[config.mk]
export PLATFORM = sky130hd
export DESIGN_NAME = c_string_literal_escaper
export DESIGN_NICKNAME = d
export VERILOG_FILES = /design/src/design/cse_pkg.sv /design/src/design/c_string_literal_escaper.sv
export SDC_FILE = /design/constraint.sdc
export NUM_CORES = 1
export LEC_CHECK = 0
export BUFFER_PORTS_ARGS = -buffer_cell sky130_fd_sc_hd__buf_2
export CAP_MARGIN = 20
export CORE_MARGIN = 1
export CORE_UTILIZATION = 30
export DETAILED_ROUTE_END_ITERATION = 12
export GPL_ROUTABILITY_DRIVEN = 0
export PLACE_DENSITY_LB_ADDON = 0.05
export SLEW_MARGIN = 10
export SYNTH_ARGS = -nofsm -noshare
export SYNTH_HDL_FRONTEND = slang
export SYNTH_SLANG_ARGS = --single-unit
export TNS_END_PERCENT = 10
[constraint.sdc]
create_clock -name clk -period 7.4 [get_ports clk]
set_input_delay 1.11 -clock clk [delete_from_list [all_inputs] [get_ports clk]]
set_output_delay 1.11 -clock clk [all_outputs]
set_load 0.01 [all_outputs]
[src/design/cse_pkg.sv]
package cse_pkg;

  localparam int LEN_BITS = 12;
  localparam int LEN_W = LEN_BITS + 1;
  localparam int MAX_TOKENS = 6;
  localparam int TOK_CNT_W = $clog2(MAX_TOKENS + 1);
  localparam int TOK_IDX_W = $clog2(MAX_TOKENS);
  localparam int CFG_IDX_W = 2;

  localparam logic [CFG_IDX_W-1:0] REG_ESCAPE_PERCENT      = 2'd0;
  localparam logic [CFG_IDX_W-1:0] REG_BREAK_AT_NEWLINE    = 2'd1;
  localparam logic [CFG_IDX_W-1:0] REG_NEVER_BREAK_NEWLINE = 2'd2;
  localparam logic [CFG_IDX_W-1:0] REG_MAX_LINE_LEN        = 2'd3;

  localparam logic [7:0] CH_BACKSLASH = 8'h5c;
  localparam logic [7:0] CH_QUOTE     = 8'h22;
  localparam logic [7:0] CH_TAB       = 8'h09;
  localparam logic [7:0] CH_NEWLINE   = 8'h0a;
  localparam logic [7:0] CH_PERCENT   = 8'h25;
  localparam logic [7:0] CH_SPACE     = 8'h20;
  localparam logic [7:0] CH_TILDE     = 8'h7e;
  localparam logic [7:0] CH_ZERO      = 8'h30;
  localparam logic [7:0] CH_LOWER_T   = 8'h74;
  localparam logic [7:0] CH_LOWER_N   = 8'h6e;

  typedef enum logic [1:0] {
    KIND_CHAR  = 2'd0,
    KIND_OPEN  = 2'd1,
    KIND_CLOSE = 2'd2
  } token_kind_t;

  typedef struct packed {
    token_kind_t kind;
    logic [7:0]  ch;
  } token_t;

  typedef struct packed {
    logic [7:0] text_byte;
    logic       end_of_text;
  } in_item_t;

  typedef struct packed {
    logic [1:0] token_kind;
    logic [7:0] out_char;
    logic       run_last;
  } out_item_t;

endpackage

[src/design/c_string_literal_escaper.sv]
// The first token of an accepted byte is offered in the cycle after acceptance.
// A byte yields 1 to 6 tokens, offered one token per cycle while out_ready is high; the
// next byte is accepted in the cycle its predecessor's last token is taken, so
// back-to-back plain bytes flow at one per cycle when out_ready stays high.
// Reset (synchronous, active low) clears the configuration registers, closes any
// open literal, zeroes the body length and empties the output buffer.
module c_string_literal_escaper (
  input  logic                                  clk,
  input  logic                                  rst_n,
  input  logic                                  in_valid,
  output logic                                  in_ready,
  input  cse_pkg::in_item_t                     in_data,
  output logic                                  out_valid,
  input  logic                                  out_ready,
  output cse_pkg::out_item_t                    out_data,
  input  logic                                  cfg_we,
  input  logic [cse_pkg::CFG_IDX_W-1:0]         cfg_index,
  input  logic [cse_pkg::LEN_BITS-1:0]          cfg_data
);

  logic                          escape_percent_r;
  logic                          break_at_newline_r;
  logic                          never_break_newline_r;
  logic [cse_pkg::LEN_BITS-1:0]  max_line_len_r;

  logic                          literal_open_r;
  logic                          literal_open_nxt;
  logic [cse_pkg::LEN_W-1:0]     body_length_r;
  logic [cse_pkg::LEN_W-1:0]     body_length_nxt;

  cse_pkg::token_t               tok_r   [cse_pkg::MAX_TOKENS];
  cse_pkg::token_t               tok_nxt [cse_pkg::MAX_TOKENS];
  logic [cse_pkg::TOK_CNT_W-1:0] cnt_r;
  logic [cse_pkg::TOK_CNT_W-1:0] cnt_nxt;
  logic [cse_pkg::TOK_IDX_W-1:0] idx_r;
  logic [cse_pkg::TOK_CNT_W-1:0] last_idx;

  logic in_take;
  logic out_take;
  logic is_last_tok;

  logic [7:0]                c;
  logic                      need_open;
  logic [cse_pkg::LEN_W-1:0] base_len;
  logic                      is_pair;
  logic                      is_tab;
  logic                      is_nl;
  logic                      is_pct;
  logic                      is_oct;
  logic                      nl_break;
  logic [cse_pkg::LEN_W-1:0] len_a;
  logic [2:0]                len_add;
  logic [cse_pkg::LEN_W:0]   len_sum;
  logic                      close_len;
  logic                      close_eot;

  // Configuration registers.
  always_ff @(posedge clk) begin
    if (!rst_n) begin
      escape_percent_r      <= 1'b0;
      break_at_newline_r    <= 1'b0;
      never_break_newline_r <= 1'b0;
      max_line_len_r        <= '0;
    end else if (cfg_we) begin
      unique case (cfg_index)
        cse_pkg::REG_ESCAPE_PERCENT:      escape_percent_r      <= cfg_data[0];
        cse_pkg::REG_BREAK_AT_NEWLINE:    break_at_newline_r    <= cfg_data[0];
        cse_pkg::REG_NEVER_BREAK_NEWLINE: never_break_newline_r <= cfg_data[0];
        cse_pkg::REG_MAX_LINE_LEN:        max_line_len_r        <= cfg_data;
        default: ;
      endcase
    end
  end

  // Classification and length update.
  always_comb begin
    c         = in_data.text_byte;
    need_open = !literal_open_r;
    base_len  = need_open ? '0 : body_length_r;
    is_pair   = (c == cse_pkg::CH_BACKSLASH) || (c == cse_pkg::CH_QUOTE);
    is_tab    = (c == cse_pkg::CH_TAB);
    is_nl     = (c == cse_pkg::CH_NEWLINE);
    is_pct    = (c == cse_pkg::CH_PERCENT) && escape_percent_r;
    is_oct    = !is_pair && !is_tab && !is_nl && !is_pct &&
                ((c < cse_pkg::CH_SPACE) || (c > cse_pkg::CH_TILDE));
    nl_break  = is_nl && (break_at_newline_r ||
                (!never_break_newline_r &&
                 (base_len > {2'b00, max_line_len_r[cse_pkg::LEN_BITS-1:1]})));
    len_a     = nl_break ? {1'b0, max_line_len_r} : base_len;
    if (is_oct) begin
      len_add = 3'd4;
    end else if (is_pair || is_tab || is_nl || is_pct) begin
      len_add = 3'd2;
    end else begin
      len_add = 3'd1;
    end
    len_sum = {1'b0, len_a} + {{(cse_pkg::LEN_W - 2){1'b0}}, len_add};
    body_length_nxt = len_sum[cse_pkg::LEN_W] ? '1 : len_sum[cse_pkg::LEN_W-1:0];
    close_len = (max_line_len_r != '0) && (body_length_nxt > {1'b0, max_line_len_r});
    close_eot = in_data.end_of_text && !close_len;
    literal_open_nxt = !(close_len || in_data.end_of_text);
  end

  // Token list for one byte.
  always_comb begin
    cnt_nxt = '0;
    for (int i = 0; i < cse_pkg::MAX_TOKENS; i++) begin
      tok_nxt[i] = '{kind: cse_pkg::KIND_CHAR, ch: 8'h00};
    end
    if (need_open) begin
      tok_nxt[cnt_nxt[cse_pkg::TOK_IDX_W-1:0]] = '{kind: cse_pkg::KIND_OPEN, ch: 8'h00};
      cnt_nxt = cnt_nxt + 1'b1;
    end
    if (is_pair || is_tab || is_nl || is_oct) begin
      tok_nxt[cnt_nxt[cse_pkg::TOK_IDX_W-1:0]] =
        '{kind: cse_pkg::KIND_CHAR, ch: cse_pkg::CH_BACKSLASH};
      cnt_nxt = cnt_nxt + 1'b1;
    end
    if (is_oct) begin
      tok_nxt[cnt_nxt[cse_pkg::TOK_IDX_W-1:0]] =
        '{kind: cse_pkg::KIND_CHAR, ch: cse_pkg::CH_ZERO + {6'b0, c[7:6]}};
      cnt_nxt = cnt_nxt + 1'b1;
      tok_nxt[cnt_nxt[cse_pkg::TOK_IDX_W-1:0]] =
        '{kind: cse_pkg::KIND_CHAR, ch: cse_pkg::CH_ZERO + {5'b0, c[5:3]}};
      cnt_nxt = cnt_nxt + 1'b1;
      tok_nxt[cnt_nxt[cse_pkg::TOK_IDX_W-1:0]] =
        '{kind: cse_pkg::KIND_CHAR, ch: cse_pkg::CH_ZERO + {5'b0, c[2:0]}};
      cnt_nxt = cnt_nxt + 1'b1;
    end else begin
      if (is_pct) begin
        tok_nxt[cnt_nxt[cse_pkg::TOK_IDX_W-1:0]] =
          '{kind: cse_pkg::KIND_CHAR, ch: cse_pkg::CH_PERCENT};
        cnt_nxt = cnt_nxt + 1'b1;
      end
      if (is_tab) begin
        tok_nxt[cnt_nxt[cse_pkg::TOK_IDX_W-1:0]] =
          '{kind: cse_pkg::KIND_CHAR, ch: cse_pkg::CH_LOWER_T};
      end else if (is_nl) begin
        tok_nxt[cnt_nxt[cse_pkg::TOK_IDX_W-1:0]] =
          '{kind: cse_pkg::KIND_CHAR, ch: cse_pkg::CH_LOWER_N};
      end else begin
        tok_nxt[cnt_nxt[cse_pkg::TOK_IDX_W-1:0]] = '{kind: cse_pkg::KIND_CHAR, ch: c};
      end
      cnt_nxt = cnt_nxt + 1'b1;
    end
    if (close_len || close_eot) begin
      tok_nxt[cnt_nxt[cse_pkg::TOK_IDX_W-1:0]] = '{kind: cse_pkg::KIND_CLOSE, ch: 8'h00};
      cnt_nxt = cnt_nxt + 1'b1;
    end
  end

  // Handshake.
  assign out_valid   = (cnt_r != '0);
  assign last_idx    = cnt_r - 1'b1;
  assign is_last_tok = (idx_r == last_idx[cse_pkg::TOK_IDX_W-1:0]);
  assign out_take    = out_valid && out_ready;
  assign in_ready    = !out_valid || (out_take && is_last_tok);
  assign in_take     = in_valid && in_ready;

  assign out_data.token_kind = tok_r[idx_r].kind;
  assign out_data.out_char   = tok_r[idx_r].ch;
  assign out_data.run_last   = is_last_tok;

  always_ff @(posedge clk) begin
    if (!rst_n) begin
      literal_open_r <= 1'b0;
      body_length_r  <= '0;
      cnt_r          <= '0;
      idx_r          <= '0;
    end else if (in_take) begin
      literal_open_r <= literal_open_nxt;
      body_length_r  <= body_length_nxt;
      cnt_r          <= cnt_nxt;
      idx_r          <= '0;
    end else if (out_take) begin
      if (is_last_tok) begin
        cnt_r <= '0;
        idx_r <= '0;
      end else begin
        idx_r <= idx_r + 1'b1;
      end
    end
  end

  always_ff @(posedge clk) begin
    if (in_take) begin
      for (int i = 0; i < cse_pkg::MAX_TOKENS; i++) begin
        tok_r[i] <= tok_nxt[i];
      end
    end
  end

endmodule

======== Word-level counts from Yosys, hierarchy flattened ========
Memories as Yosys holds them, arrays and structs flattened. A register that Yosys moved wholly into a read port is not among the register bits.
Cells that the tools add are included.
operators by class
  add/sub/neg operators ................... 12
  multipliers ............................. 0
  divide/modulo/power cells ............... 0
  magnitude comparators ................... 16
  eq/ne operators ......................... 9
  shift operators ......................... 0
  multiplexer cells ....................... 43
  bitwise gates (word level) .............. 22
  reduce and logical (&&, ||, !) cells .... 47
operators by type and width
  operator             count
  $mux 60              7
  $bwmux 60            4
  $demux 10 s3         6
  $not 36->36          2
  $mux 10              6
  $and 54x54->54       1
  $not 54->54          1
  $or 24x24->24        2
  $and 42x42->42       1
  $not 42->42          1
  $mux 13              3
  $and 35x36->36       1
  $and 36x36->36       1
  $mux 3               12
  $and 30x30->30       1
  $not 30->30          1
  $or 30x30->30        1
  $ge 4x4->1 const B   6
  $lt 4x1->1 const B   6
  $not 3->4            6
  $add 3x1->3 const B  7
  $logic_and 1x1->1    18
  $or 18x18->18        1
  $eq 8x4->1 const B   2
  other kinds (26)     52
word-level totals
  flip-flop bits (word level) ............. 35
  latch bits .............................. 0
  bits in writable memories ............... 60
  ROM bits ................................ 0
  input port bits ......................... 28
  output and inout bits ................... 13
  logic and storage cells ................. 158
  memories ................................ 1
memory list
  memory  depth  width  rd ports  clocked after Yosys merged registers in  write ports  RTL line                        source
  tok_r   6      10     1         1                                        6            c_string_literal_escaper.sv:31  cse_pkg::token_t tok_r [cse_pkg::MAX_TOKENS];

======== Depth between registers and ports, before layout ========
Gate-level depths: netlist of run 1.
  depth after elaboration ................. 24
  mapped depth ............................ 30
  mapped depth without buffers ............ 27

======== Worst setup path before layout of run 1 ========
Ideal clock, no wire load.
  path kind ............................... input to register
  start point ............................. input port in_data[5] (netlist name)
  end point ............................... memory tok_r[2][9] (netlist name), data pin
  setup time .............................. 0.255 ns
  arrival time ............................ 6.114 ns
  required time ........................... 7.145 ns
  path slack .............................. 1.031 ns
  cell stages on the path ................. 23
  path buffers ............................ 4
  cell sequence ........................... buf_4 nor4_4 o2111ai_1 a31oi_2 o21ai_2 buf_6 clkbuf_1 o21ai_0 inv_1 fa_1 nor2b_1 nor2_1 or4_1 mux2i_2 mux2i_1 ha_1 a22o_1 or4_1 o41ai_2 and2b_2 a31oi_1 buf_2 and2_1
RTL lines
  item             RTL line                        source
  start, declared  c_string_literal_escaper.sv:12  input cse_pkg::in_item_t in_data,
  end, declared    c_string_literal_escaper.sv:31

==> results.sh, run 1 <==
export IMPL_drive_gt1_share_pct=13.08
export IMPL_multi_input_area_um2=3745
export IMPL_cp_top_family="compound AO/OA/AOI/OAI gates"
export IMPL_die_width_um=149.6
export IMPL_grt_pass1_wl_um=31120
export IMPL_clock_latency_ps=360
export IMPL_clkPwrFrac_pct=26.0
export IMPL_dpl_cell_count=1016
export IMPL_fin_tns_setup_ps=0
export IMPL_setup_viol=0
export IMPL_p_per_area_nw_per_um2=267.7
export IMPL_via_count=5541
export IMPL_power_frac_seq_pct=39.0
export IMPL_cap_violations=0
export IMPL_swShare_pct=35.88
export IMPL_cp_max_fo=10
export IMPL_cts_sinks=93
export IMPL_clk_pin_slew_ps=70
export IMPL_seq_area_um2=2412
export IMPL_fillCellCount=2205
export IMPL_grt_overflow_total=0
export IMPL_avgSynthCellArea_um2=8.963
export IMPL_ys_warnings_count=0
export IMPL_r2r_slack_ps=620
export IMPL_cts_tree="done"
export IMPL_drtAntennaViolNets=0
export IMPL_viasPerCell=5.369
export IMPL_rsz0062_at_grt="no"
export IMPL_post_cts_resized=0
export IMPL_fp_dieH_um=149.6
export IMPL_dp_slack_ps=47.04
export IMPL_pwr_share_comb_pct=35.0
export IMPL_ys_ff_latch=93
export IMPL_antenna_cells=0
export IMPL_startpoint_type="primary input"
export IMPL_startpoint="in_data[3]"
export IMPL_status="completed"
export IMPL_reg2regPathDepth=24
export IMPL_crit_chain="buf_2, nor4_4, o2111ai_1, a31oi_2, o21a_1, nand2_1, o21ai_0, ha_1, inv_1, fa_1, nor2b_1, nor2_1, or4_1, mux2i_2, mux2i_1, ha_1, a22o_1, or4_1, o41ai_2, and2b_2, a31oi_1, clkbuf_4, a221oi_1"
export IMPL_relSlewSlack_pct=35.03
export IMPL_final_area_um2=7253
export IMPL_cp_slowest_cell="or4_1"
export IMPL_synthArstFlopShare_pct=0
export IMPL_grt_usage_pct=18.30
export IMPL_path_depth=23
export IMPL_grt_pass1_vias=5576
export IMPL_rows=53
export IMPL_end_kind="flop"
export IMPL_antenna_found_initial=0
export IMPL_cts_max_path_buffers=2
export IMPL_tightestPinTransition_ps=973.2
export IMPL_synth_ff_type="edfxtp_1"
export IMPL_cts_hold_buf=0
export IMPL_max_freq_ghz=0.1471
export IMPL_drt_total_wl_um=19660
export IMPL_core_area_um2=21150
export IMPL_syn_inst=729
export IMPL_htreeDepth=3
export IMPL_max_stage_delay_ps=540
export IMPL_area_growth_pct=11.01
export IMPL_fin_nets=819
export IMPL_drc=0
export IMPL_cts_buffers=9
export IMPL_fin_crit_ps=6798
export IMPL_setup_ws_ps=601.6
export IMPL_p_int_uw=1245
export IMPL_ys_seq_area_share_pct=36.92
export IMPL_crit_arrival_ps=6960
export IMPL_reg2reg_from="literal_open_r"
export IMPL_cts_setup_buffers=0
export IMPL_place_port_buffers=40
export IMPL_reg2reg_to="tok_r[2][5]"
export IMPL_start_util_pct=30.89
export IMPL_dp_hpwl_um=14600
export IMPL_path_class="primary input to flop"
export IMPL_hold_path_class="flop to flop"
export IMPL_p_leak_uw=0.002782
export IMPL_dpl_instance_area_um2=6927
export IMPL_root_buffer="clkbuf_16"
export IMPL_slew_viol_final=0
export IMPL_crit_required_ps=7560
export IMPL_clock_skew_ps=12.90
export IMPL_yosysUniqueCellTypes=76
export IMPL_drtIter0Drc=262
export IMPL_finalHoldViolCount=0
export IMPL_io_pins=41
export IMPL_wl_per_cell_um=19.05
export IMPL_final_cells=1032
export IMPL_dieArea_um2=22370
export IMPL_ir_worst_vdd_mv=0.09404
export IMPL_dr_pass1_iters=4
export IMPL_p_switching_uw=696.8
export IMPL_synth_edf_count=55
export IMPL_grt_max_degree=52
export IMPL_critPathBufInv=3
export IMPL_netlist_area_um2=6534
export IMPL_period_share_pct=91.87
export IMPL_endpoint="tok_r[2][5]"
export IMPL_fin_hold_ws_ps=480.1
[how the worst min path moves through the flow]
stage / from / endpoint / slack [ps] / cells after the start
6_report: max_line_len_r[2] / max_line_len_r[2] / 480 / 2
5_1_grt: never_break_newline_r / never_break_newline_r / 520 / 2
4_1_cts: max_line_len_r[2] / max_line_len_r[2] / 480 / 2
3_5_place_dp: max_line_len_r[2] / max_line_len_r[2] / 470 / 2
3_3_place_gp: max_line_len_r[2] / max_line_len_r[2] / 470 / 2
2_1_floorplan: max_line_len_r[2] / max_line_len_r[2] / 450 / 2
[kinds of logic (layout without fill, tap and decap cells)]
| group | Yosys count | in the layout | synth area share [%] |
|---|---|---|---|
| flip-flops | 93 | 93 | 36.92 |
| AND/OR/NAND/NOR | 278 | 278 | 21.41 |
| other | 1 | 10 | 0.05739 |
| XOR/XNOR | 15 | 15 | 2.221 |
| adder cells (fa/ha/maj) | 38 | 38 | 7.507 |
| buffers and inverters | 85 | 104 | 6.281 |
| AO/OA/AOI/OAI | 186 | 186 | 18.75 |
| multiplexers | 33 | 33 | 6.855 |
[stage by stage]
| step | utilization, % | total power, uW |
|---|---|---|
| floorplan | - | 1251 |
| global route | 34.29 | 2067 |
| CTS | 34.25 | 1969 |
| finish | 34.29 | 1942 |
| global placement | 32.74 | 1447 |
| detailed placement | 32.74 | 1453 |
[registers in the layout (all words and copies together) (netlist names), named ones only]
name	count
escape_percent_r	1
cnt_r	3
tok_r	55
max_line_len_r	12
literal_open_r	1
body_length_r	13
never_break_newline_r	1
break_at_newline_r	1
idx_r	3
[layout make-up]
cell class,instances,area share (%)
sequential,93,33.26
inverter,36,1.863
timing repair buffer,53,4.106
tap,275,4.744
clock buffer,9,3.105
clock inverter,6,1.294
multi-input combinational,560,51.63
[worst register-to-register path: stages, from the launching register on]
cell and delay (ps):
dfxtp_1 580, buf_4 300, and2_1 210, ha_1 260, nand2b_1 80, a21oi_1 70, o31a_1 280, o21a_1 310
o21ai_0 220, ha_1 190, inv_1 60, fa_1 400, nor2b_1 170, nor2_1 140, or4_1 550, mux2i_2 240
mux2i_1 240, ha_1 260, a22o_1 210, or4_1 420, o41ai_2 400, and2b_2 260, a31oi_1 150, clkbuf_4 240
a221oi_1 330
[layer usage]
| metal | vias to the layer above | GRT usage [%] | wire, um |
|---|---|---|---|
| li1 | 2725 | - | - |
| met1 | 2707 | 22.43 | 8864 |
| met2 | 91 | 32.69 | 9957 |
| met3 | 18 | 3.293 | 581 |
| met4 | 0 | 4.745 | 253 |
| met5 | - | 0 | 0 |
[Yosys cell counts (all sizes together), types with 5 or more instances]
master,n,area [um2]
nand2,82,310.3
a21oi,66,341.6
nor2,56,215.2
edfxtp,55,1652
dfxtp,38,760.7
ha,36,450.4
inv,35,131.4
o21ai,33,180.2
a31oi,31,200.2
buf,25,185.2
nand3,25,125.1
clkbuf,24,90.09
mux2i,23,234.0
nor3,19,95.09
and2,16,100.1
and3,14,92.59
nor4,12,90.09
nand4,11,68.82
nor2b,10,62.56
xnor2,10,87.58
mux4,9,202.7
nand2b,9,56.30
a221oi,6,52.55
o211ai,6,45.04
a311oi,5,43.79
o21a,5,37.54
o31a,5,43.79
[cells in the final DEF (no fill, tap or decap), types with 5 or more instances in the layout]
master,count
clkbuf_16,9
nand2_1,81
mux2i_1,22
a311oi_1,5
a221oi_1,6
a31oi_1,30
nand3_1,25
o211ai_1,6
o31a_1,5
dfxtp_1,38
nor3_1,19
buf_4,12
o21a_1,5
nor2b_1,10
and3_1,13
nor2_1,54
o21ai_0,31
nand4_1,11
edfxtp_1,55
nand2b_1,9
nor4_1,11
a21oi_1,65
ha_1,36
and2_1,14
mux4_2,9
conb_1,10
buf_2,40
inv_1,31
xnor2_1,10
[power groups by stage]
| stage | combinational, uW | sequential (uW) | clock [uW] |
|---|---|---|---|
| final | 679 | 758 | 505 |
| after global routing | 755 | 772 | 540 |
| after CTS | 686 | 759 | 523 |
| after detailed placement | 684 | 769 | 0 |
| after global placement | 681 | 766 | 0 |
| after floorplan | 502 | 749 | 0 |
No activity file was read; power rests on OpenSTA's default activity.
==> run 2, diff against run 1 <==
--- a/config.mk
+++ b/config.mk
@@ -7,6 +7,7 @@
 export LEC_CHECK = 0
 export BUFFER_PORTS_ARGS = -buffer_cell sky130_fd_sc_hd__buf_2
 export CAP_MARGIN = 20
+export CORE_ASPECT_RATIO = 0.5
 export CORE_MARGIN = 1
 export CORE_UTILIZATION = 30
 export DETAILED_ROUTE_END_ITERATION = 12
==> run 2 against run 1 <==
Effect of this change: worst setup slack better by 150 ps; combinational power down 0.7%; sequential power about the same; die area up 0.16%; core utilization up 0.23 points.
==> results.sh, run 2 (synthesis results as in run 1) <==
export IMPL_status="completed"
export IMPL_dp_hpwl_um=14120
export IMPL_start_util_pct=31.22
export IMPL_cp_slowest_cell="or4_1"
export IMPL_cts_tree="done"
export IMPL_dieArea_um2=22410
export IMPL_finalHoldViolCount=0
export IMPL_cts_setup_buffers=0
export IMPL_area_growth_pct=10.55
export IMPL_drive_gt1_share_pct=12.60
export IMPL_final_cell_mix="81 x nand2_1, 65 x a21oi_1, 55 x edfxtp_1"
export IMPL_grt_usage_pct=17.79
export IMPL_regMostFlops="tok_r"
export IMPL_htreeDepth=3
export IMPL_p_leak_uw=0.002753
export IMPL_fin_tns_setup_ps=0
export IMPL_rsz0062_at_grt="no"
export IMPL_top_regs="tok_r: 55 flops, body_length_r: 13 flops, max_line_len_r: 12 flops"
export IMPL_largest_register_ffs=55
export IMPL_clock_skew_ps=14.69
export IMPL_hold_start="max_line_len_r[2]"
export IMPL_end_kind="flop"
export IMPL_cp_top_family="simple AND/OR/NAND/NOR gates"
export IMPL_drtIter0Drc=388
export IMPL_setup_viol=0
export IMPL_seq_area_um2=2412
export IMPL_core_area_um2=20930
export IMPL_grt_max_degree=85
export IMPL_crit_required_ps=7550
export IMPL_slew_viol_final=0
export IMPL_fillCellCount=2232
export IMPL_relSlewSlack_pct=33.22
export IMPL_clk_pin_slew_ps=60
export IMPL_startpoint="in_data[3]"
export IMPL_drt_total_wl_um=18950
export IMPL_cts_sinks=93
export IMPL_drtAntennaViolNets=0
export IMPL_post_cts_resized=0
export IMPL_max_freq_ghz=0.1505
export IMPL_fp_dieH_um=106.4
export IMPL_fin_crit_ps=6644
export IMPL_max_stage_delay_ps=550
export IMPL_ir_worst_vdd_mv=0.1220
export IMPL_startpoint_type="primary input"
export IMPL_grt_pass1_wl_um=30680
export IMPL_rows=37
export IMPL_fin_hold_ws_ps=471.2
export IMPL_hold_path_class="flop to flop"
export IMPL_antenna_found_initial=0
export IMPL_cts_max_path_buffers=2
export IMPL_cts_hold_buf=0
export IMPL_multi_input_area_um2=3745
export IMPL_antenna_cells=0
export IMPL_via_count=5392
export IMPL_dr_pass1_iters=5
export IMPL_crit_arrival_ps=6800
export IMPL_p_per_area_nw_per_um2=264.2
export IMPL_grt_pass1_vias=5281
export IMPL_place_port_buffers=40
export IMPL_cts_buffers=9
export IMPL_tightestPinTransition_ps=1002
export IMPL_wl_per_cell_um=18.12
export IMPL_die_width_um=210.7
export IMPL_critPathBufInv=3
export IMPL_fin_nets=815
export IMPL_final_common_cell="nand2_1"
export IMPL_path_class="primary input to flop"
export IMPL_viasPerCell=5.155
export IMPL_drc=0
export IMPL_cp_max_fo=12
export IMPL_io_pins=41
export IMPL_period_share_pct=89.79
export IMPL_cap_violations=0
export IMPL_grt_overflow_total=0
export IMPL_dpl_instance_area_um2=6925
export IMPL_root_buffer="clkbuf_16"
export IMPL_final_area_um2=7223
export IMPL_reg2reg_from="literal_open_r"
export IMPL_crit_chain="buf_2, nor4_4, o2111ai_1, a31oi_2, o21a_1, nand2_1, o21ai_0, ha_1, inv_1, fa_1, nor2b_1, nor2_1, or4_1, mux2i_2, mux2i_1, ha_1, a22o_1, or4_1, o41ai_2, and2b_2, a31oi_1, buf_4, a221oi_1"
export IMPL_clock_latency_ps=360
[run 2: changes by cell type in the layout (fill, tap and decap cells not counted), sizes merged]
cell / delta
inv: +1
buf: -3
bufinv: -1
[run 2: worst register-to-register path: cells and delay by family (launching register included)]
family	cells	cell delay, ps
AO/OA/AOI/OAI	8	1890
adder cells (fa/ha/maj)	4	1110
buffers and inverters	3	550
flip-flops	1	590
multiplexers	2	460
AND/OR/NAND/NOR	7	1810
[run 2: area by class of cell]
| class | count | share of cell area, % |
|---|---|---|
| multi-input cells | 560 | 51.84 |
| flip-flops and latches | 93 | 33.40 |
| well taps | 292 | 5.058 |
| repair buffers | 49 | 3.707 |
| clock buffers | 10 | 3.170 |
| inverters | 36 | 1.871 |
| clock inverters | 6 | 0.9527 |
[run 2: routing by layer]
| layer | share of wire (%) | track usage [%] |
|---|---|---|
| met5 | 0 | 0 |
| met3 | 4.5 | 3.722 |
| met2 | 43 | 27.51 |
| met1 | 51 | 25.49 |
| met4 | 0.91 | 3.364 |
[run 2: final timing paths]
check	endpoint	slack, ps	depth (start not counted)
worst min-delay path	max_line_len_r[2]	470	2
worst min register to register	max_line_len_r[2]	470	2
worst max-delay path	tok_r[2][5]	760	23
worst max register to register	tok_r[2][5]	800	24
[run 2: power breakdown]
group | internal, uW | switching, uW | total (uW)
clock | 265 | 211 | 476
sequential | 708 | 50.7 | 758
combinational | 240 | 434 | 674
total | 1210 | 695 | 1910
[run 2: through the flow]
| stage | utilization (%) | setup slack, ps | total power (uW) | std cells |
|---|---|---|---|---|
| after floorplan | - | 1031 | 1251 | 738 |
| after global placement | 33.10 | 587.7 | 1456 | 1030 |
| after detailed placement | 33.10 | 400.1 | 1453 | 1030 |
| after CTS | 34.52 | 746.3 | 1935 | 1046 |
| after global routing | 34.52 | 184.9 | 2048 | 1046 |
| final | 34.52 | 755.5 | 1909 | 1046 |
